`config.mk`:
```
export PLATFORM = sky130hd
export DESIGN_NAME = todps_ram
export DESIGN_NICKNAME = d
export VERILOG_FILES = /design/src/rtl/todps_ram.sv
export SDC_FILE = /design/constraint.sdc
export NUM_CORES = 1
export LEC_CHECK = 0
export ABC_AREA = 1
export BUFFER_PORTS_ARGS = -buffer_cell sky130_fd_sc_hd__buf_2
export CAP_MARGIN = 5
export CORE_UTILIZATION = 30
export CTS_BUF_LIST = sky130_fd_sc_hd__clkbuf_16
export DETAILED_ROUTE_END_ITERATION = 8
export GPL_ROUTABILITY_DRIVEN = 0
export PLACE_DENSITY = 0.4
export SLEW_MARGIN = 20
export SYNTH_ARGS = -nofsm -noshare
export SYNTH_HDL_FRONTEND = slang
export SYNTH_SLANG_ARGS = --single-unit
export TNS_END_PERCENT = 1
```
`constraint.sdc`:
```
create_clock -name clk_i -period 5.3 [get_ports clk_i]
set_input_delay 0.265 -clock clk_i [delete_from_list [all_inputs] [get_ports clk_i]]
set_output_delay 0.265 -clock clk_i [all_outputs]
set_load 0.1 [all_outputs]
```
`src/rtl/todps_ram.sv`:
```
// Simple dual-port RAM with one write port and one registered read port.
`default_nettype none

module todps_ram #(
  parameter int unsigned Width = 8,
  parameter int unsigned Depth = 64,
  parameter int unsigned AddrW = (Depth > 1) ? $clog2(Depth) : 1
) (
  input  wire logic             clk_i,
  input  wire logic             we_i,
  input  wire logic [AddrW-1:0] waddr_i,
  input  wire logic [Width-1:0] wdata_i,
  input  wire logic [AddrW-1:0] raddr_i,
  output logic      [Width-1:0] rdata_o
);

  logic [Width-1:0] mem [Depth];
  logic [Width-1:0] rdata_q;

  always_ff @(posedge clk_i) begin
    if (we_i) begin
      mem[waddr_i] <= wdata_i;
    end
  end

  always_ff @(posedge clk_i) begin
    rdata_q <= mem[raddr_i];
  end

  assign rdata_o = rdata_q;

endmodule

`default_nettype wire

```
# Word level (Yosys, flattened, before mapping)
# Memories as Yosys holds them, arrays and structs flattened. A register that Yosys moved wholly into a read port is not among the register bits.
# Cells that the tools add are included.
[totals]
ff_bits = 0
word_cells = 3
input_bits = 22
n_memories = 1
out_inout_bits = 8
ram_bits = 512
[classes]
n_mux = 2
[memory_table]
columns = ["memory", "depth", "word_bits", "rd", "rd_ports_with_merged_regs", "wr", "line", "source"]
rows = [
  ["mem", 64, 8, 1, 1, 1, "17", "logic [Width-1:0] mem [Depth];"],
]
[op_table]
columns = ["operator", "n"]
rows = [
  ["two-way mux 1 bit", 2],
]

# Logic depth before layout (Yosys ltp)
[logic_depth]
depth_word = 2
ltp_mapped = 12
mapped_depth_nobuf = 9

# Worst setup path before layout
# No wires, ideal clock.
[synth_timing]
kind = "input-to-reg"
start = "input we_i"
end = "memory mem[48][0] (enable)"
required_time_ps = 4905
cell_stages = 3
path_buffers = 1
setup_slack_ps = 3269
arrival_ps = 1636
setup_ps = 395
path_cell_list = "clkbuf_1 nand4_1 nor4_1"
[synth_between]
elab_chain_len = 2
[synth_lines]
columns = ["element", "line", "source"]
rows = [
  ["start: declaration", "10", "input wire logic we_i,"],
  ["two-way mux 1 bit", "21", "if (we_i) begin"],
  ["two-way mux 1 bit (implied by the code)", "22", "mem[waddr_i] <= wdata_i;"],
  ["end: declaration", "17", ""],
]
# Every way passes these cells.

==> results by group <==
Status
  • Status: finished, final reports clean

Floorplanning
  • # rows: 97
  • Starting Density: 30.4%
  • Die Area: 72200 um2
  • Die extent in y: 269 um
  • Core Footprint: 70100 um2
  • Ports: 30
  • Die X: 269 um

Clock network
  • Clk root buf: clkbuf_16
  • TritonCTS buffer count: 59
  • Postcts setup bufs: 0
  • Post-CTS Hold Buffers: 0
  • # H-tree levels: 2
  • Deepest clock path buffer count: 3
  • Clk sinks: 520
  • Post-CTS Resized: 0
  • Worst skew pair latency: 0.62 ns
  • CTS tree: built
  • Clock slew seen by the registers of the worst setup and hold paths: 0.06 ns

Worst hold path
  • Worst hold path class: primary input to flip-flop
  • HP Start: raddr_i[5]
  • Hold depth: 3

Layout
  • Post-Route Utilization: 34.1%
  • Commonest non-fill, non-tap cell in the layout: nand2_1
  • Final Instance Count excl. Fillers: 2793
  • Design Area, Final: 23900 um2
  • Share of layout cells above drive strength 1: 7.23%
  • Fin nets: 1828
  • Antenna Cells: 0
  • # fillers: 7153
  • Area grow syn2layout: 12.0%
  • Most frequent cells in the layout: nand2_1, edfxtp_1, nand3_1

Timing
  • Worst slew pin tran: 1.08 ns
  • Post-route setup slack: 2.53 ns
  • Min Hold Slack: 0.0676 ns
  • Fin crit period: 2.77 ns
  • Final Cycle Share: 52.3%
  • FMAX: 0.361 GHz
  • Max-slew headroom: 27.6%
  • Setup-failing EPs final: 0
  • Max-slew violations: 0
  • Setup TNS: 0 ns
  • Final hold viol count: 0
  • RSZ-0062 raised after global routing: no
  • Clock skew: 0.0278 ns

Pwr
  • P_int: 6.91 mW
  • Overall Power: 9.07 mW
  • Sequential share of power: 50.4%
  • Switch share: 23.8%
  • Clk pwr share: 43.0%
  • Maximum VDD drop: 219 uV
  • Net Switching: 2.16 mW
  • Comb power frac: 6.7%
  • Lkg Pwr: 8.43 nW
  • Pwr Density: 379 nW/um2

Synth
  • Post-Syn Nets: 1827
  • Share of the synthesized area in the top cell type: 72.0%
  • Top cells by area, synth: edfxtp_1, nand2_1, nand3_1
  • Sequential fraction of the synthesis area: 72.8%
  • Mapped Cells: 1805
  • Post-Syn Area: 21300 um2
  • Yosys reg bits: 520
  • Avg Inst Size Synth: 11.8 um2
  • Netlist cell types: 16
  • Ys Warns: 0
  • Synth area leader: edfxtp_1

GRT
  • First-pass GRT wire length: 94.6 mm
  • Largest net degree at the start of global routing: 117
  • Vias in the first global route: 13544
  • Initial antenna violation count: 2
  • Aggregate global-route resource usage: 17.9%
  • Grt total ovfl: 0

Drt
  • Final WL: 63.5 mm
  • Vias post-DR: 13634
  • DRC viols: 0
  • Wire per inst: 22.7 um
  • Detail Route Antenna Nets: 0
  • Vias per cell: 4.88
  • Pre-Repair DR Iteration Count: 5
  • Iter 0 DRT Violations: 1041

Worst setup path
  • Setup CP Type: primary input to flip-flop
  • CP arrival: 3.28 ns
  • Critical path peak fanout: 79
  • Worst path required time: 5.80 ns
  • R2R Setup Slk: 3.68 ns
  • Worst Setup SP: raddr_i[1]
  • CP endpoint kind: flip-flop
  • Reg2reg start: mem[21][2]
  • FF-to-FF path depth: 8
  • CP Launch Type: primary input

Flow run
  • MaxCap Viol Count: 0

Placed design
  • Post-placement cell count: 2685
  • Pre-CTS WS: 1.90 ns
  • Number of buffers added on ports: 29
  • Hpwl dp: 35.1 mm
  • Placement Cell Area: 22100 um2
==> final timing paths <==
kind | end
setup / recovery | rdata_o[5]
hold / removal | rdata_o[5]
setup reg to reg | rdata_o[2]
hold reg to reg | rdata_o[5]
==> state kept, by name, indices dropped and copies added (netlist names) <==
name and cells:
mem 512, rdata_o 8
==> power groups by stage <==
stage / Sequential (mW) / Combinational [mW] / Clock (mW)
after floorplan: 4.70 / 0.320 / 0
after global placement: 4.66 / 0.616 / 0
after detailed placement: 4.66 / 0.616 / 0
after CTS: 4.57 / 0.617 / 3.98
after global routing: 4.57 / 0.664 / 4.12
final: 4.57 / 0.604 / 3.90
==> synthesized netlist by cell type <==
| cell | count |
|---|---|
| nor4_1 | 8 |
| buf_1 | 10 |
| buf_6 | 35 |
| inv_1 | 10 |
| nor2_1 | 56 |
| edfxtp_1 | 512 |
| buf_4 | 14 |
| nand4_1 | 9 |
| inv_6 | 1 |
| buf_2 | 37 |
| nand2_1 | 648 |
| buf_8 | 2 |
| dfxtp_1 | 8 |
| inv_2 | 1 |
| clkbuf_1 | 15 |
| nand3_1 | 439 |
==> layer usage <==
| metal | track usage (%) | wire [um] | vias up |
|---|---|---|---|
| met5 | 0 | 9 | - |
| met4 | 4.28 | 1210 | 2 |
| met3 | 2.59 | 2970 | 80 |
| met2 | 27.8 | 28800 | 283 |
| met1 | 26.3 | 30500 | 6904 |
| li1 | - | - | 6365 |
==> cell type report <==
cell class	count	area, um2	share of cell area [%]
Multi-Input combinational cell	1160	4970	20.8
Sequential cell	520	15500	65.0
Clock buffer	59	1480	6.18
Clock inverter	49	335	1.40
Inverter	12	55.1	0.230
Tap cell	940	1180	4.92
Timing Repair Buffer	53	362	1.51
==> worst max-delay path: stages <==
cell	delay, ns
buf_4	0.30
inv_4	0.84
buf_4	0.69
nand3_1	0.20
nand3_1	0.14
nand2_1	0.10
nand2_1	0.10
nand3_1	0.08
nand3_1	0.24
nand2_1	0.09
==> cells by family after synthesis <==
logic type / share of synthesized area (%)
flip-flops: 72.8
buffers and inverters: 4.02
AND/OR/NAND/NOR: 23.2
Note: power is estimated with default switching activity, not from simulation.
