## src/rtl/todps_pkg.sv

```systemverilog
// Types, constants and helper functions of the time-of-day plan selector.
`default_nettype none

package todps_pkg;

  localparam int unsigned ScheduleEntriesDef  = 64;
  localparam int unsigned SegmentTablesDef    = 16;
  localparam int unsigned SegmentsPerTableDef = 64;

  localparam int unsigned MinPerHour = 60;
  localparam int unsigned TimeW      = 11;  // 31*60+63 fits

  typedef enum logic [1:0] {
    OP_QUERY = 2'd0,
    OP_SCHED = 2'd1,
    OP_SEG   = 2'd2
  } opcode_e;

  typedef enum logic [2:0] {
    ST_CLEAR,
    ST_IDLE,
    ST_SCHED,
    ST_SEG,
    ST_DONE
  } state_e;

  typedef struct packed {
    logic [12:0] month_mask;
    logic [31:0] day_mask;
    logic [7:0]  week_mask;
    logic [4:0]  table_id;
  } sched_entry_t;

  typedef struct packed {
    logic [4:0] hour;
    logic [5:0] minute;
    logic [7:0] action;
  } seg_entry_t;

  // Month bit and (day bit or weekday bit); bits past a mask read as zero.
  function automatic logic sched_match(sched_entry_t e, logic [3:0] month,
                                       logic [4:0] day, logic [2:0] weekday);
    logic [15:0] mm;
    logic [15:0] wm;
    logic [3:0]  wpos;
    mm   = 16'(e.month_mask);
    wm   = 16'(e.week_mask);
    wpos = 4'(weekday) + 4'd1;
    return mm[month] & (e.day_mask[day] | wm[wpos]);
  endfunction

  function automatic logic [TimeW-1:0] to_minutes(logic [4:0] hour, logic [5:0] minute);
    return TimeW'(hour) * TimeW'(MinPerHour) + TimeW'(minute);
  endfunction

endpackage

`default_nettype wire

```

## src/rtl/todps_ctrl.sv

```systemverilog
// Sequencer: clearing pass, memory writes, schedule walk and segment walk.
`default_nettype none

module todps_ctrl #(
  parameter int unsigned SCHEDULE_ENTRIES   = todps_pkg::ScheduleEntriesDef,
  parameter int unsigned SEGMENT_TABLES     = todps_pkg::SegmentTablesDef,
  parameter int unsigned SEGMENTS_PER_TABLE = todps_pkg::SegmentsPerTableDef,
  parameter int unsigned SchAw = (SCHEDULE_ENTRIES > 1) ? $clog2(SCHEDULE_ENTRIES) : 1,
  parameter int unsigned SegAw = (SEGMENT_TABLES * SEGMENTS_PER_TABLE > 1) ?
                                 $clog2(SEGMENT_TABLES * SEGMENTS_PER_TABLE) : 1
) (
  input  wire logic                      clk_i,
  input  wire logic                      rst_ni,
  input  wire logic                      in_valid_i,
  output logic                           in_ready_o,
  input  wire logic [1:0]                opcode_i,
  input  wire logic [6:0]                entry_id_i,
  input  wire logic [4:0]                table_id_i,
  input  wire logic [12:0]               month_mask_i,
  input  wire logic [31:0]               day_mask_i,
  input  wire logic [7:0]                week_mask_i,
  input  wire logic [4:0]                hour_i,
  input  wire logic [5:0]                minute_i,
  input  wire logic [7:0]                action_id_i,
  input  wire logic [3:0]                month_i,
  input  wire logic [4:0]                day_i,
  input  wire logic [2:0]                weekday_i,
  output logic                           out_valid_o,
  input  wire logic                      out_ready_i,
  output logic [7:0]                     selected_action_o,
  output logic [4:0]                     selected_table_o,
  output logic                           found_o,
  output logic                           sch_we_o,
  output logic [SchAw-1:0]               sch_waddr_o,
  output todps_pkg::sched_entry_t        sch_wdata_o,
  output logic [SchAw-1:0]               sch_raddr_o,
  input  todps_pkg::sched_entry_t        sch_rdata_i,
  output logic                           seg_we_o,
  output logic [SegAw-1:0]               seg_waddr_o,
  output todps_pkg::seg_entry_t          seg_wdata_o,
  output logic [SegAw-1:0]               seg_raddr_o,
  input  todps_pkg::seg_entry_t          seg_rdata_i
);

  localparam int unsigned SegDepth = SEGMENT_TABLES * SEGMENTS_PER_TABLE;
  localparam int unsigned ClrDepth = (SegDepth > SCHEDULE_ENTRIES) ? SegDepth
                                                                   : SCHEDULE_ENTRIES;
  localparam int unsigned ClrCw = $clog2(ClrDepth + 1);
  localparam int unsigned SchCw = $clog2(SCHEDULE_ENTRIES + 1);
  localparam int unsigned SegCw = $clog2(SEGMENTS_PER_TABLE + 1);
  localparam int unsigned TW    = todps_pkg::TimeW;

  todps_pkg::state_e state_q, state_d;

  logic [ClrCw-1:0] clr_q, clr_d;
  logic [SchCw-1:0] sch_cnt_q, sch_cnt_d;
  logic [SegCw-1:0] seg_cnt_q, seg_cnt_d;
  logic [3:0]       month_q, month_d;
  logic [4:0]       day_q, day_d;
  logic [2:0]       weekday_q, weekday_d;
  logic [TW-1:0]    now_q, now_d;
  logic [SegAw-1:0] base_q, base_d;
  logic             have_before_q, have_before_d;
  logic [TW-1:0]    before_t_q, before_t_d;
  logic [7:0]       before_act_q, before_act_d;
  logic             have_any_q, have_any_d;
  logic [TW-1:0]    any_t_q, any_t_d;
  logic [7:0]       any_act_q, any_act_d;
  logic [7:0]       res_act_q, res_act_d;
  logic [4:0]       res_tbl_q, res_tbl_d;
  logic             out_valid_q, out_valid_d;
  logic [7:0]       out_act_q, out_act_d;
  logic [4:0]       out_tbl_q, out_tbl_d;

  logic             exact_hit;
  logic [TW-1:0]    seg_t;
  logic [4:0]       tbl_m1;

  assign sch_raddr_o = SchAw'(sch_cnt_q);
  assign seg_raddr_o = base_q + SegAw'(seg_cnt_q);
  assign seg_t       = todps_pkg::to_minutes(seg_rdata_i.hour, seg_rdata_i.minute);

  always_comb begin
    state_d       = state_q;
    clr_d         = clr_q;
    sch_cnt_d     = sch_cnt_q;
    seg_cnt_d     = seg_cnt_q;
    month_d       = month_q;
    day_d         = day_q;
    weekday_d     = weekday_q;
    now_d         = now_q;
    base_d        = base_q;
    have_before_d = have_before_q;
    before_t_d    = before_t_q;
    before_act_d  = before_act_q;
    have_any_d    = have_any_q;
    any_t_d       = any_t_q;
    any_act_d     = any_act_q;
    res_act_d     = res_act_q;
    res_tbl_d     = res_tbl_q;
    out_valid_d   = out_valid_q;
    out_act_d     = out_act_q;
    out_tbl_d     = out_tbl_q;
    in_ready_o    = 1'b0;
    sch_we_o      = 1'b0;
    sch_waddr_o   = SchAw'(entry_id_i - 7'd1);
    sch_wdata_o   = '{month_mask: month_mask_i, day_mask: day_mask_i,
                      week_mask: week_mask_i, table_id: table_id_i};
    seg_we_o      = 1'b0;
    seg_waddr_o   = SegAw'(32'(table_id_i - 5'd1) * 32'(SEGMENTS_PER_TABLE)) +
                    SegAw'(entry_id_i - 7'd1);
    seg_wdata_o   = '{hour: hour_i, minute: minute_i, action: action_id_i};
    exact_hit     = 1'b0;
    tbl_m1        = sch_rdata_i.table_id - 5'd1;

    // drop the output word once taken
    if (out_valid_q && out_ready_i) begin
      out_valid_d = 1'b0;
    end

    case (state_q)
      todps_pkg::ST_CLEAR: begin
        sch_we_o    = 32'(clr_q) < SCHEDULE_ENTRIES;
        sch_waddr_o = SchAw'(clr_q);
        sch_wdata_o = '0;
        seg_we_o    = 32'(clr_q) < SegDepth;
        seg_waddr_o = SegAw'(clr_q);
        seg_wdata_o = '0;
        clr_d       = clr_q + ClrCw'(1);
        if (32'(clr_q) == ClrDepth - 1) begin
          state_d = todps_pkg::ST_IDLE;
        end
      end
      todps_pkg::ST_IDLE: begin
        in_ready_o = 1'b1;
        if (in_valid_i) begin
          month_d       = month_i;
          day_d         = day_i;
          weekday_d     = weekday_i;
          now_d         = todps_pkg::to_minutes(hour_i, minute_i);
          sch_cnt_d     = '0;
          seg_cnt_d     = '0;
          have_before_d = 1'b0;
          have_any_d    = 1'b0;
          res_act_d     = '0;
          res_tbl_d     = '0;
          state_d       = todps_pkg::ST_DONE;
          case (todps_pkg::opcode_e'(opcode_i))
            todps_pkg::OP_QUERY: begin
              state_d = todps_pkg::ST_SCHED;
            end
            todps_pkg::OP_SCHED: begin
              sch_we_o = (entry_id_i != 7'd0) && (32'(entry_id_i) <= SCHEDULE_ENTRIES);
            end
            todps_pkg::OP_SEG: begin
              seg_we_o = (entry_id_i != 7'd0) && (32'(entry_id_i) <= SEGMENTS_PER_TABLE) &&
                         (table_id_i != 5'd0) && (32'(table_id_i) <= SEGMENT_TABLES);
            end
            default: begin
            end
          endcase
        end
      end
      todps_pkg::ST_SCHED: begin
        // read data belongs to the entry addressed in the cycle before
        if (sch_cnt_q != '0 &&
            todps_pkg::sched_match(sch_rdata_i, month_q, day_q, weekday_q)) begin
          res_tbl_d = sch_rdata_i.table_id;
          if (sch_rdata_i.table_id != 5'd0 &&
              32'(sch_rdata_i.table_id) <= SEGMENT_TABLES) begin
            base_d  = SegAw'(32'(tbl_m1) * 32'(SEGMENTS_PER_TABLE));
            state_d = todps_pkg::ST_SEG;
          end else begin
            state_d = todps_pkg::ST_DONE;
          end
        end else if (32'(sch_cnt_q) == SCHEDULE_ENTRIES) begin
          state_d = todps_pkg::ST_DONE;
        end else begin
          sch_cnt_d = sch_cnt_q + SchCw'(1);
        end
      end
      todps_pkg::ST_SEG: begin
        if (seg_cnt_q != '0 && seg_rdata_i.action != 8'd0) begin
          if (seg_t == now_q) begin
            exact_hit = 1'b1;
          end else begin
            if (seg_t < now_q && (!have_before_q || seg_t > before_t_q)) begin
              have_before_d = 1'b1;
              before_t_d    = seg_t;
              before_act_d  = seg_rdata_i.action;
            end
            if (!have_any_q || seg_t > any_t_q) begin
              have_any_d = 1'b1;
              any_t_d    = seg_t;
              any_act_d  = seg_rdata_i.action;
            end
          end
        end
        if (exact_hit) begin
          res_act_d = seg_rdata_i.action;
          state_d   = todps_pkg::ST_DONE;
        end else if (32'(seg_cnt_q) == SEGMENTS_PER_TABLE) begin
          res_act_d = have_before_d ? before_act_d :
                      have_any_d    ? any_act_d    : 8'd0;
          state_d   = todps_pkg::ST_DONE;
        end else begin
          seg_cnt_d = seg_cnt_q + SegCw'(1);
        end
      end
      todps_pkg::ST_DONE: begin
        // hold the result until the output register is free
        if (!out_valid_q || out_ready_i) begin
          out_valid_d = 1'b1;
          out_act_d   = res_act_q;
          out_tbl_d   = res_tbl_q;
          state_d     = todps_pkg::ST_IDLE;
        end
      end
      default: begin
        state_d = todps_pkg::ST_IDLE;
      end
    endcase
  end

  always_ff @(posedge clk_i or negedge rst_ni) begin
    if (!rst_ni) begin
      state_q     <= todps_pkg::ST_CLEAR;
      clr_q       <= '0;
      out_valid_q <= 1'b0;
    end else begin
      state_q     <= state_d;
      clr_q       <= clr_d;
      out_valid_q <= out_valid_d;
    end
  end

  always_ff @(posedge clk_i) begin
    sch_cnt_q     <= sch_cnt_d;
    seg_cnt_q     <= seg_cnt_d;
    month_q       <= month_d;
    day_q         <= day_d;
    weekday_q     <= weekday_d;
    now_q         <= now_d;
    base_q        <= base_d;
    have_before_q <= have_before_d;
    before_t_q    <= before_t_d;
    before_act_q  <= before_act_d;
    have_any_q    <= have_any_d;
    any_t_q       <= any_t_d;
    any_act_q     <= any_act_d;
    res_act_q     <= res_act_d;
    res_tbl_q     <= res_tbl_d;
    out_act_q     <= out_act_d;
    out_tbl_q     <= out_tbl_d;
  end

  assign out_valid_o       = out_valid_q;
  assign selected_action_o = out_act_q;
  assign selected_table_o  = out_tbl_q;
  assign found_o           = |out_act_q;

endmodule

`default_nettype wire

```

## config.mk

```make
export PLATFORM = sky130hd
export DESIGN_NAME = todps_ctrl
export DESIGN_NICKNAME = d
export VERILOG_FILES = /design/src/rtl/todps_pkg.sv /design/src/rtl/todps_ctrl.sv
export SDC_FILE = /design/constraint.sdc
export NUM_CORES = 1
export LEC_CHECK = 0
export ABC_AREA = 1
export BUFFER_PORTS_ARGS = -buffer_cell sky130_fd_sc_hd__buf_2
export CORE_ASPECT_RATIO = 1.2
export CORE_MARGIN = 4
export CORE_UTILIZATION = 40
export DETAILED_ROUTE_END_ITERATION = 10
export PLACE_DENSITY = 0.66
export REMOVE_ABC_BUFFERS = 1
export SYNTH_ARGS = -nofsm -noshare
export SYNTH_HDL_FRONTEND = slang
export SYNTH_SLANG_ARGS = --single-unit
export TNS_END_PERCENT = 50
```

## constraint.sdc

```tcl
create_clock -name clk_i -period 2.9 [get_ports clk_i]
set_input_delay 0.435 -clock clk_i [delete_from_list [all_inputs] [get_ports clk_i]]
set_output_delay 0.435 -clock clk_i [all_outputs]
set_load 0.02 [all_outputs]
```

After elaboration in Yosys (flattened, before gate mapping) --
Index checks and enable logic that the tools add are counted.
Storage, ports and cells: output and inout bits 127, word-level logic and storage cells 170, input port bits 179, register bits after elaboration 122
Cells by class: mux-type cells 66, $lt $le $gt $ge 11, $add $sub $neg 12, multipliers 2, bitwise gates (word level) 3, reductions and logical operators 36, equality and inequality tests 20
Operators with widths (number):
- 8-bit 2-to-1 mux | 11
- 58-bit 2-to-1 mux | 1
- 7-bit 2-to-1 mux | 5
- 7-bit case mux with 2 select lines | 2
- 3-bit 2-to-1 mux | 9
- 1-bit 2-to-1 mux | 23
- 11-bit by 6-bit adder with 11-bit output | 2
- 11-bit greater-than comparator | 2
- 7-bit nonzero test | 3
- 19-bit 2-to-1 mux | 1
- 5-bit by 4-bit multiplier with 9-bit output, second input constant | 2
- 2-bit inequality test, second input constant | 8
- 8-bit case mux with 2 select lines | 1
- 4-bit AND reduction | 4
- 3-bit case mux with 5 select lines | 1
- 7-bit by 1-bit adder with 7-bit output, second input constant | 2
- 7-bit equality test, second input constant | 2
- 11-bit by 1-bit adder with 11-bit output, second input constant | 1
- 11-bit by 10-bit equality test with 1-bit output, second input constant | 1
- 11-bit equality test | 1
- 11-bit less-than comparator | 1
- 11-bit less-than comparator, second input constant | 1
- 11-bit by 7-bit less-than comparator with 1-bit output, second input constant | 1
- 10-bit adder | 1
- 37 further kinds | 64

Longest topological paths before layout --
Gate-level depths: netlist of run 1.
word-level depth 13, mapped depth 27, mapped depth without buffers 27

Least setup slack after synthesis of run 1 --
Ideal clock, no wire load.
path type input to register, start input port seg_rdata_i[14] (netlist name), end register before_t_q[0], enable pin, arrival time 4.748 ns, slack -2.226 ns, path buffers 0, required time 2.522 ns, stages 22, setup time 0.378 ns, cell sequence fa_1 > inv_1 > fa_1 > fa_1 > inv_1 > ha_1 > nand2_1 > nor2_1 > a211oi_1 > nor3_1 > nand3b_1 > xor2_1 > ha_1 > nand2_1 > nor2_2 > nand2_1 > nor2_1 > nand2_1 > nand3_2 > nor2_4 > nand2_4 > nor2_1
Between the ends: longest elaborated chain between the ends 6, elaborated cells between the ends (all ways) 9, classes of those cells add/sub (1); mul (1); order compare (2); eq/ne (1); bitwise (1); reduce/logical (3)
RTL lines:
- start, declared | RTL line todps_ctrl.sv:42 | input todps_pkg::seg_entry_t seg_rdata_i
- 5-bit by 4-bit multiplier with 9-bit output * | RTL line todps_pkg.sv:53 | return TimeW'(hour) * TimeW'(MinPerHour) + TimeW'(minute);
- 11-bit by 6-bit adder with 11-bit output * | RTL line todps_pkg.sv:53
- via seg_t[10] | RTL line todps_ctrl.sv:76 | logic [TW-1:0] seg_t;
- 11-bit greater-than comparator | RTL line todps_ctrl.sv:187 | if (seg_t < now_q && (!have_before_q || seg_t > before_t_q)) begin
- 1-bit logical OR | RTL line todps_ctrl.sv:187
- 1-bit logical AND | RTL line todps_ctrl.sv:187
- 4-bit AND reduction (no source line) *
- end signal, assigned | RTL line todps_ctrl.sv:246 | before_t_q <= before_t_d;
- end, declared | RTL line todps_ctrl.sv:64 | logic [TW-1:0] before_t_q, before_t_d;
The timed path passes the listed nets; every way through them passes the cells marked *. A chain may end at the register's enable or synchronous reset.

Final worst setup path of run 1 --
start input port seg_rdata_i[14] (netlist name), end register res_act_q[0] (data pin)
Between the ends: longest elaborated chain between the ends 13, elaborated cells between the ends (all ways) 31, classes of those cells add/sub (1); mul (1); order compare (3); eq/ne (1); mux (22); reduce/logical (3)
RTL lines:
- 5-bit by 4-bit multiplier with 9-bit output * | RTL line todps_pkg.sv:53
- 11-bit by 6-bit adder with 11-bit output * | RTL line todps_pkg.sv:53
- via seg_t[10] | RTL line todps_ctrl.sv:76
- 11-bit greater-than comparator, on equally long branches | RTL line todps_ctrl.sv:192, todps_ctrl.sv:187
- 1-bit logical OR, on equally long branches | RTL line todps_ctrl.sv:192, todps_ctrl.sv:187
- 1-bit 2-to-1 mux / 1-bit logical AND (equally long branches) | RTL line todps_ctrl.sv:192, todps_ctrl.sv:187
- 1-bit 2-to-1 mux, on equally long branches | RTL line todps_ctrl.sv:184, todps_ctrl.sv:187
- 1-bit 2-to-1 mux, on equally long branches | RTL line todps_ctrl.sv:183, todps_ctrl.sv:184
- 1-bit 2-to-1 mux, on equally long branches | RTL line todps_ctrl.sv:121, todps_ctrl.sv:183
- 8-bit 2-to-1 mux / 1-bit 2-to-1 mux (equally long branches) | RTL line todps_ctrl.sv:204, todps_ctrl.sv:121
- 8-bit 2-to-1 mux | RTL line todps_ctrl.sv:203 | res_act_d = have_before_d ? before_act_d :
- 8-bit 2-to-1 mux | RTL line todps_ctrl.sv:202 | end else if (32'(seg_cnt_q) == SEGMENTS_PER_TABLE) begin
- 8-bit 2-to-1 mux * | RTL line todps_ctrl.sv:199 | if (exact_hit) begin
- 8-bit case mux with 2 select lines * | RTL line todps_ctrl.sv:121 | case (state_q)
- end signal, assigned | RTL line todps_ctrl.sv:251 | res_act_q <= res_act_d;
- end, declared | RTL line todps_ctrl.sv:69 | logic [7:0] res_act_q, res_act_d;
The timed path passes the listed nets; every way through them passes the cells marked *. The select of a mux whose other input is x is not followed.

==> impl_metrics.yaml, run 1 <==
power_and_ir_drop:
  total_power_w: 0.0117
  pwr-share-comb: 0.575
  p_per_area_mw_per_mm2: 900
  seqPwrFrac: 0.238
  pwr-share-clk: 0.187
  power_leakage_nw: 6.95
  internal-power_w: 0.00651
  swShare: 0.443
  vdd_ir_drop_max_uv: 440
  switching_power_w: 0.00518
cts:
  cts_tree: "done"
  clk_pin_slew_worst_paths_ns: 0.06
  root_buffer: "clkbuf_16"
  insertion_delay_ns: 0.42
  cts_buffers: 17
  cts_buffer_depth: 2
  clock_sinks: 122
  cts_max_level: 4
floorplanning:
  die_x_um: 148
  die-area_sq_mm: 0.0259
  row_count: 61
  io_pins: 306
  die_y_um: 175
  initial_core_util: 0.404
  core_area_sq_mm: 0.0231
detailed_routing:
  drcViolationCount: 0
  first_pass_iters: 4
  drt_wl_total_um: 26700
  dr_total_vias: 8739
  final_antenna_net_count: 0
  routedWlPerCell_um: 14.3
  first_iter_violations: 349
  avgViaCountPerCell: 4.69
timing:
  hold_violations: 0
  finalWorstSetupSlack_ns: -1.85
  finalCritPeriodShare: 1.64
  fin_skew_ns: 0.00885
  worst_slew_pin_slew_ns: 0.592
  rsz0062_at_grt: "true"
  slew_headroom: 0.605
  max_freq_mhz: 211
  min_period_ns: 4.75
  setup_viol: 78
  slew_viol_final: 0
status:
  violations: "negative setup slack"
  status: "complete, but fails checks"
yosys:
  synth.distinct_cells: 49
  synth-main-ff-cell: "edfxtp_1"
  synth-compound-area-share: 0.0590
  synthMuxAreaShare: 0
  synthArstFlopShare: 0.123
  synth_top_family_by_area: "simple AND/OR/NAND/NOR gates"
  yosysSeqAreaShare: 0.384
  avgSynthCellArea_sq_um: 8.05
  synth_edf_count: 107
  ys_ff_latch: 122
  synth-xor-area-share: 0.0440
  netlist_instances: 1161
  yosys.area_share.simple: 0.231
  synth_fa_ha_area_frac: 0.143
  synth_area_sq_mm: 0.00935
  yosys_warnings: 0
global_route:
  grtUsageTotal: 0.200
  overflow: 0
  first_global_vias: 8627
  grt_pass1_wl_um: 41400
  antenna_found_initial: 3
  grt_max_degree: 72
place:
  port_buffers: 305
  globalplace.congestion: 0.879
  hpwl_um: 21000
worst_setup_path:
  crit_path_top_delay_cell: "fa_1"
  cp.arrival_ns: 4.92
  crit_path_max_incr_delay_ns: 0.56
  crit_required_ns: 3.08
  path_max_fanout: 7
  crit_path_start_kind: "input pin"
  cp_common_cell: "nand2_2"
  path_class: "input pin to register"
  endpoint_kind: "register"
final_layout:
  final_util: 0.561
  fin_nets: 1809
  area_growth_pct: 38.8
  n_fill_cell: 2046
  drive_gt1_frac: 0.359
job:
  drv_cap: 0
min_path:
  hp-class: "input pin to register"
critical path: cells and delay by family:
family          cells  cell delay [ns]
buf+inv             5             0.39
compound gates      1             0.07
xor+xnor            1             0.24
fa+ha+maj           5             2.15
simple gates       16             1.63
layout make-up:
class,instances,area (sq um),area share
timing repair buffer,386,2260,0.174
sequential,122,3590,0.276
multi-input combinational,721,5050,0.389
clock buffer,19,443,0.0341
inverter,285,1070,0.0826
clock inverter,13,164,0.0126
tap,315,394,0.0304
antenna,2,5.00,0.000386
registers in the layout, summed over array words and instances (netlist names), 3 cells and up:
name	flops
res_act_q	8
any_act_q	8
day_q	5
now_q	11
before_act_q	8
any_t_q	11
selected_table_o	5
clr_q	11
sch_cnt_q	7
selected_action_o	8
base_q	4
weekday_q	3
seg_cnt_q	7
res_tbl_q	5
before_t_q	11
state_q	3
month_q	4
logic make-up after synthesis:
group / Yosys count
AOI/OAI and AO/OA: 94
and+or+nand+nor: 481
adders and majority gates: 97
xor gates and xnor gates: 47
DFF: 122
buffers and inverters: 320
cells in the final DEF, fill, tap and decap left out, types with 28 or more instances in the layout:
cell type  instances
buf_4             64
o21ai_0           31
ha_1              73
edfxtp_1         107
inv_1            269
a21oi_1           28
xor2_1            30
nor2_1           127
nand3_1           64
nand2_1          155
buf_2            304
power groups by stage:
stage	Combinational [W]	Sequential, W	Clock [W]
after global routing	0.00737	0.00284	0.00231
after detailed placement	0.00572	0.00281	0
final	0.00671	0.00279	0.00219
after CTS	0.00620	0.00278	0.00223
after floorplan	0.00353	0.00286	0
after global placement	0.00561	0.00280	0
layer usage:
layer / global-route usage / vias up / share of wire
met5: 0 / - / 0.00094
met4: 0.0653 / 4 / 0.025
met3: 0.0434 / 52 / 0.062
met2: 0.379 / 283 / 0.54
met1: 0.220 / 4002 / 0.37
li1: - / 4398 / -
cell usage after synthesis (6+ instances only):
master,number,share of area
nor2_1,138,0.055
inv_2,10,0.0040
inv_1,273,0.11
dfrtp_1,15,0.040
buf_4,19,0.015
ha_1,80,0.11
nand4_1,9,0.0060
xnor2_1,15,0.014
edfxtp_1,107,0.34
nor3_1,12,0.0064
xor2_1,32,0.030
nand3_1,92,0.049
nor4_1,9,0.0060
nor2_2,6,0.0040
a21oi_1,35,0.019
o21ai_0,33,0.018
and2_1,16,0.011
fa_1,17,0.036
nand2_1,176,0.071
a31oi_1,7,0.0047
stage by stage:
stage               hold WS [ns]  instances  setup WS (ns)  TNS (ns)  cell area (sq um)
floorplan                  0.139       1126          -2.23   -129.74               9120
global placement           0.357       1814          -2.35   -153.38              11600
detailed placement         0.362       1814          -2.54   -166.60              11600
CTS                        0.168       1860          -1.68   -105.90              12600
global route               0.172       1862          -2.04   -124.28              13000
finish                     0.189       1863          -1.85   -113.27              13000
worst paths after layout:
| check | from | to | slack (ns) | depth (start not counted) |
|---|---|---|---|---|
| worst min-delay path | month_i[3] | month_q[3]$_DFFE_PP_ | 0.19 | 1 |
| max in group asynchronous | rst_ni | state_q[0]$_DFFE_PN0P_ | 2.19 | 2 |
| worst max register to register | weekday_q[0]$_DFFE_PP_ | sch_cnt_q[6]$_SDFFCE_PN0P_ | 0.51 | 10 |
| worst min register to register | res_act_q[0]$_SDFFCE_PN0P_ | selected_action_o[0]$_DFFE_PP_ | 0.42 | 0 |
| min in group asynchronous | rst_ni | clr_q[0]$_DFFE_PN0P_ | 0.46 | 2 |
| worst max-delay path | seg_rdata_i[14] | res_act_q[0]$_SDFFCE_PN0P_ | -1.85 | 28 |
what timing repair did:
| item | 4_1_cts | 5_1_grt |
|---|---|---|
| cloned | 4 | 0 |
| pin swaps | 22 | 20 |
| hold endpoints to repair | 15 | 0 |
| setup buffers | 9 | 1 |
| hold buffers | 1 | 0 |
| gates resized for setup | 60 | 80 |
| setup endpoints to repair | 79 | 85 |
Note: power is estimated with default switching activity, not from simulation.
==> run 2: changes to the inputs <==
- CORE_ASPECT_RATIO: 1.2 -> default
==> run 2 against run 1 <==
  * The run still ends with negative setup slack left
  * Setup slack improved by 0.20 ns
  * Sequential share of layout area fell by 0.093 points
  * Combinational power grew 2%
  * Die area is essentially flat
  * Cell area rose by 0.34%
  * Worst hold slack improved by 0.0042 ns
==> impl_metrics.yaml, run 2 (synthesis gave the netlist of run 1 again) <==
job:
  drv_cap: 0
floorplanning:
  die_y_um: 161
  die-area_sq_mm: 0.0259
  core_area_sq_mm: 0.0228
  io_pins: 306
  initial_core_util: 0.409
  die_x_um: 161
  row_count: 55
timing:
  hold_violations: 0
  finalWorstSetupSlack_ns: -1.64
  timing.setup.tns_ns: -100.30
  worst_slew_pin_slew_ns: 0.576
  rsz0062_at_grt: "true"
  slew_viol_final: 0
  finalCritPeriodShare: 1.57
  slew_headroom: 0.616
  max_freq_mhz: 220
  min_period_ns: 4.54
  fin_skew_ns: 0.0103
  setup_viol: 78
final_layout:
  fin_nets: 1812
  mostFrequentLayoutCells: "buf_2, inv_1, nand2_1"
  final_common_cell: "buf_2"
  fin_cells: 1863
  drive_gt1_frac: 0.358
  n_fill_cell: 2090
  area_growth_pct: 39.3
  design_area_sq_mm: 0.0130
global_route:
  overflow: 0
  antenna_found_initial: 4
  grt_pass1_wl_um: 42700
  grtUsageTotal: 0.204
  grt_max_degree: 48
  first_global_vias: 8745
worst_setup_path:
  crit_path_max_incr_delay_ns: 0.55
  crit_family: "adder cells"
  r2r.worst_path.cells: 10
  cp.arrival_ns: 4.72
  reg2reg_from: "weekday_q[0]$_DFFE_PP_"
  r2r_setup_slack_ns: 0.52
  crit_required_ns: 3.07
  path_max_fanout: 8
  path_buf_inv: 6
  crit_path_top_delay_cell: "fa_1"
  regToRegEndpoint: "sch_cnt_q[4]$_SDFFCE_PN0P_"
  endpoint_kind: "register"
  path_class: "input pin to register"
  crit_path_start_kind: "input pin"
cts:
  cts_tree: "done"
  cts_buffers: 17
  cts_max_level: 4
  clk_pin_slew_worst_paths_ns: 0.06
  insertion_delay_ns: 0.41
  clock_sinks: 122
  root_buffer: "clkbuf_16"
  cts_buffer_depth: 2
status:
  violations: "negative setup slack"
  status: "complete, but fails checks"
power_and_ir_drop:
  internal-power_w: 0.00666
  power_leakage_nw: 6.97
  pwr-share-comb: 0.578
  seqPwrFrac: 0.235
  pwr-share-clk: 0.187
  vdd_ir_drop_max_uv: 443
  switching_power_w: 0.00517
  total_power_w: 0.0118
  p_per_area_mw_per_mm2: 909
  swShare: 0.437
place:
  globalplace.congestion: 0.937
  hpwl_um: 21700
  port_buffers: 305
  place_area_sq_mm: 0.0117
  place_inst: 1819
  dpl_worst_slack_ns: -2.24
detailed_routing:
  drcViolationCount: 0
  routedWlPerCell_um: 14.6
  avgViaCountPerCell: 4.72
  drt_wl_total_um: 27200
  first_iter_violations: 447
  final_antenna_net_count: 0
  dr_total_vias: 8789
  first_pass_iters: 5
min_path:
  hp-start: "day_i[0]"
  hold_path_end: "day_q[0]$_DFFE_PP_"
  hp-class: "input pin to register"
  holdPathStages: 1
-- run 2: changes by cell type in the layout (fill, tap and decap cells not counted), sizes merged --
cell	change
inv	-2
buf	+5
diode	-1
nor2	-1
clkinvlp	+2
nand2	-1
-- run 2: repair_timing --
item	CTS	global route
setup endpoints to repair	80	83
hold endpoints to repair	15	0
cloned	1	0
resized for setup	58	79
pin swaps	25	28
buffers inserted	4	5
hold buffers	1	0
-- run 2: final cells by class --
cell class | instances | area [sq um] | share of cell area
sequential | 122 | 3590 | 0.276
timing repair buffer | 391 | 2340 | 0.179
tap | 313 | 392 | 0.0301
inverter | 285 | 1070 | 0.0825
antenna | 1 | 2.50 | 0.000192
clock buffer | 19 | 453 | 0.0348
clock inverter | 13 | 168 | 0.0129
multi-input combinational | 719 | 5010 | 0.385
-- run 2: per-layer routing --
| layer | share of wire | vias to the layer above | global-route usage |
|---|---|---|---|
| li1 | - | 4396 | - |
| met1 | 0.39 | 4067 | 0.234 |
| met2 | 0.52 | 281 | 0.371 |
| met3 | 0.068 | 39 | 0.0577 |
| met4 | 0.022 | 6 | 0.0547 |
| met5 | 0.0015 | - | 0 |
-- run 2: worst max-delay path by stage --
stage | from | cells past startpoint | endpoint
after floorplan | seg_rdata_i[14] | 22 | before_t_q[0]$_DFFE_PP_
after global placement | seg_rdata_i[14] | 24 | before_t_q[3]$_DFFE_PP_
after detailed placement | seg_rdata_i[14] | 24 | before_t_q[3]$_DFFE_PP_
after CTS | seg_rdata_i[16] | 27 | res_act_q[3]$_SDFFCE_PN0P_
after global routing | seg_rdata_i[16] | 27 | res_act_q[6]$_SDFFCE_PN0P_
final | seg_rdata_i[16] | 27 | res_act_q[5]$_SDFFCE_PN0P_
-- run 2: metrics by stage --
| stage | util | hold WS [ns] |
|---|---|---|
| final | 0.570 | 0.194 |
| after global routing | 0.570 | 0.173 |
| after CTS | 0.553 | 0.173 |
| after detailed placement | 0.512 | 0.363 |
| after global placement | 0.512 | 0.359 |
| after floorplan | - | 0.139 |
-- run 2: power by group through the flow --
| stage | Sequential [W] | Clock (W) | Combinational (W) |
|---|---|---|---|
| 2_1_floorplan | 0.00286 | 0 | 0.00353 |
| 3_3_place_gp | 0.00280 | 0 | 0.00580 |
| 3_5_place_dp | 0.00281 | 0 | 0.00589 |
| 4_1_cts | 0.00278 | 0.00224 | 0.00626 |
| 5_1_grt | 0.00283 | 0.00232 | 0.00751 |
| 6_report | 0.00278 | 0.00221 | 0.00684 |
==> run 3: changes to the inputs <==
- ABC_AREA: 1 -> default
- CORE_UTILIZATION: 40 -> 35
- PLACE_DENSITY: 0.66 -> default
==> run 3 against run 2 <==
  * The flow still finishes with violations (negative setup slack)
  * Worst hold slack worse by 0.0034 ns
  * Setup slack worse by 0.27 ns
  * Sequential power down 7.9%
  * Clock skew about the same
  * Synthesized cell count down 26%
  * Clock power down 6%
  * Sequential cell count unchanged
  * Combinational power down 11%
  * First-iteration DRC count down 34%
  * Largest power group unchanged
==> impl_metrics.yaml, run 3 <==
yosys:
  synthArstFlopShare: 0.123
  synth_top_cell_area_share: 0.361
  avgSynthCellArea_sq_um: 10.4
  yosys_warnings: 0
  synth.largest_area_cell: "edfxtp_1"
  yosys-top-cells-count: "edfxtp_1, inv_1, nor2b_1"
  yosysSeqAreaShare: 0.403
  synth-main-ff-cell: "edfxtp_1"
  netlist_instances: 857
  synth_edf_count: 107
  synth_area_sq_mm: 0.00889
  yosysMostFrequentCell: "edfxtp_1"
  synth.area.top_cells: "edfxtp_1, ha_1, nor2b_1"
  ys_ff_latch: 122
  synth.distinct_cells: 58
power_and_ir_drop:
  pwr-share-comb: 0.568
  p_per_area_mw_per_mm2: 861
  swShare: 0.424
  vdd_ir_drop_max_uv: 658
  seqPwrFrac: 0.238
  internal-power_w: 0.00619
  pwr-share-clk: 0.193
  switching_power_w: 0.00456
  power_leakage_nw: 5.90
cts:
  cts_max_level: 4
  cts_buffer_depth: 2
  cts_buffers: 17
  cts_tree: "done"
  insertion_delay_ns: 0.42
  clk_pin_slew_worst_paths_ns: 0.06
  root_buffer: "clkbuf_16"
  clock_sinks: 122
place:
  port_buffers: 305
  hpwl_um: 22200
  place_inst: 1550
  globalplace.congestion: 0.895
job:
  drv_cap: 0
worst_setup_path:
  endpoint_kind: "register"
  path_class: "input pin to register"
  cp_cell_sequence: "buf_8 > fa_1 > inv_1 > fa_1 > fa_1 > inv_2 > ha_4 > buf_6 > nand2b_4 > a21oi_4 > nand3_2 > xnor2_2 > buf_4 > ha_4 > nand4_1 > nor2_2 > o21a_1 > o41ai_4 > a21oi_2 > buf_6 > a32o_1 > a221o_1"
  crit_path_top_delay_cell: "fa_1"
  path_max_fanout: 5
  crit_path_start_kind: "input pin"
  cp_common_cell: "fa_1"
  cp.arrival_ns: 4.97
  crit_required_ns: 3.06
  crit_path_max_incr_delay_ns: 0.55
final_layout:
  final_common_cell: "buf_2"
  seqCellArea_sq_mm: 0.00359
  fin_nets: 1529
  area_growth_pct: 40.5
  n_fill_cell: 2390
  mostFrequentLayoutCells: "buf_2, edfxtp_1, inv_1"
  fin_cells: 1598
  drive_gt1_frac: 0.410
  multi_input_area_sq_mm: 0.00505
timing:
  rsz0062_at_grt: "true"
  finalCritPeriodShare: 1.66
  slew_viol_final: 0
  min_period_ns: 4.81
  worst_slew_pin_slew_ns: 0.616
  finalWorstSetupSlack_ns: -1.91
  fin_skew_ns: 0.0103
  hold_violations: 0
  max_freq_mhz: 208
  slew_headroom: 0.587
  timing.setup.tns_ns: -110.08
  setup_viol: 74
detailed_routing:
  first_pass_iters: 5
  dr_total_vias: 7713
  final_antenna_net_count: 0
  routedWlPerCell_um: 16.8
  avgViaCountPerCell: 4.83
  first_iter_violations: 294
  drcViolationCount: 0
  drt_wl_total_um: 26900
floorplanning:
  io_pins: 306
  initial_core_util: 0.354
  die-area_sq_mm: 0.0280
  core_area_sq_mm: 0.0251
  row_count: 58
  die_x_um: 167
  die_y_um: 167
min_path:
  hp-class: "input pin to register"
global_route:
  grtUsageTotal: 0.186
  met1_usage: 0.194
  first_global_vias: 7747
  grt_pass1_wl_um: 40800
  top_usage_layer: "met2"
  gr-usage-met3: 0.0496
  antenna_found_initial: 3
  grt_max_degree: 61
  overflow: 0
  grt_util_met2: 0.345
status:
  violations: "negative setup slack"
  status: "complete, but fails checks"
[run 3: changes by cell type in the layout (fill, tap and decap cells not counted), sizes merged, moves of 11 or more]
cell / change
nor2: -101
a21o: +11
buf: +25
xnor2: +17
mux2i: +18
inv: -181
nor2b: +84
mux2: +20
nand3: -74
o21ai: -16
nand2: -132
[run 3: logic make-up (layout without fill, tap and decap cells)]
family	count (synthesis)	count (layout)	synth area share
multiplexers	40	40	0.0506
buffers and inverters	142	550	0.0685
flip-flops	122	122	0.403
XOR/XNOR	60	60	0.0591
other	0	2	0
AO/OA/AOI/OAI	122	122	0.0982
AND/OR/NAND/NOR	274	275	0.169
adder cells (fa/ha/maj)	97	97	0.151
[run 3: power by group through the flow]
stage                     Clock [W]  Combinational [W]  Sequential (W)
final                       0.00208            0.00611         0.00256
after global routing        0.00219            0.00665         0.00260
after CTS                   0.00212            0.00592         0.00256
after detailed placement          0            0.00553         0.00259
after global placement            0            0.00547         0.00258
after floorplan                   0            0.00275         0.00262
[run 3: path summary, 6_finish.rpt]
check	from	to	slack [ns]	cells past startpoint
min reg2reg	res_act_q[1]$_SDFFCE_PN0P_	selected_action_o[1]$_DFFE_PP_	0.42	0
max reg2reg	weekday_q[0]$_DFFE_PP_	base_q[6]$_DFFE_PP_	0.22	9
min	month_i[0]	month_q[0]$_DFFE_PP_	0.19	1
max in group asynchronous	rst_ni	clr_q[2]$_DFFE_PN0P_	2.16	2
max	seg_rdata_i[14]	res_act_q[0]$_SDFFCE_PN0P_	-1.91	22
min in group asynchronous	rst_ni	clr_q[7]$_DFFE_PN0P_	0.48	2
[run 3: layout make-up]
cell class / instances / area share
multi-input cells: 594 / 0.404
flip-flops and latches: 122 / 0.287
repair buffers: 416 / 0.198
clock buffers: 17 / 0.0340
well taps: 330 / 0.0330
inverters: 102 / 0.0306
clock inverters: 15 / 0.0119
diodes: 2 / 0.000401
[run 3: critical path, delay by kind of cell]
family,cells,cell delay [ns]
XOR/XNOR,1,0.22
AO/OA/AOI/OAI,6,1.31
AND/OR/NAND/NOR,4,0.35
adder cells (fa/ha/maj),5,2.01
buffers and inverters,6,0.64
[run 3: timing repair]
item	CTS	global route
gates cloned	1	1
pin swaps	30	22
endpoints found under the hold margin	15	0
setup endpoints to repair	77	89
gates resized for setup	45	34
hold buffers	1	0
buffers inserted	9	3
[run 3: metal layers]
| metal | vias up | share of wire |
|---|---|---|
| met2 | 269 | 0.53 |
| li1 | 3793 | - |
| met3 | 59 | 0.066 |
| met5 | - | 0.00048 |
| met1 | 3590 | 0.36 |
| met4 | 2 | 0.046 |
[run 3: per-stage QoR]
stage / utilization / hold slack [ns] / power (W) / area, sq um / setup slack [ns]
3_3_place_gp: 0.454 / 0.357 / 0.00805 / 11400 / -2.65
3_5_place_dp: 0.454 / 0.362 / 0.00812 / 11400 / -2.75
4_1_cts: 0.490 / 0.174 / 0.0106 / 12300 / -1.94
6_report: 0.498 / 0.190 / 0.0108 / 12500 / -1.91
2_1_floorplan: - / 0.139 / 0.00537 / 8670 / -4.84
5_1_grt: 0.498 / 0.170 / 0.0114 / 12500 / -2.15
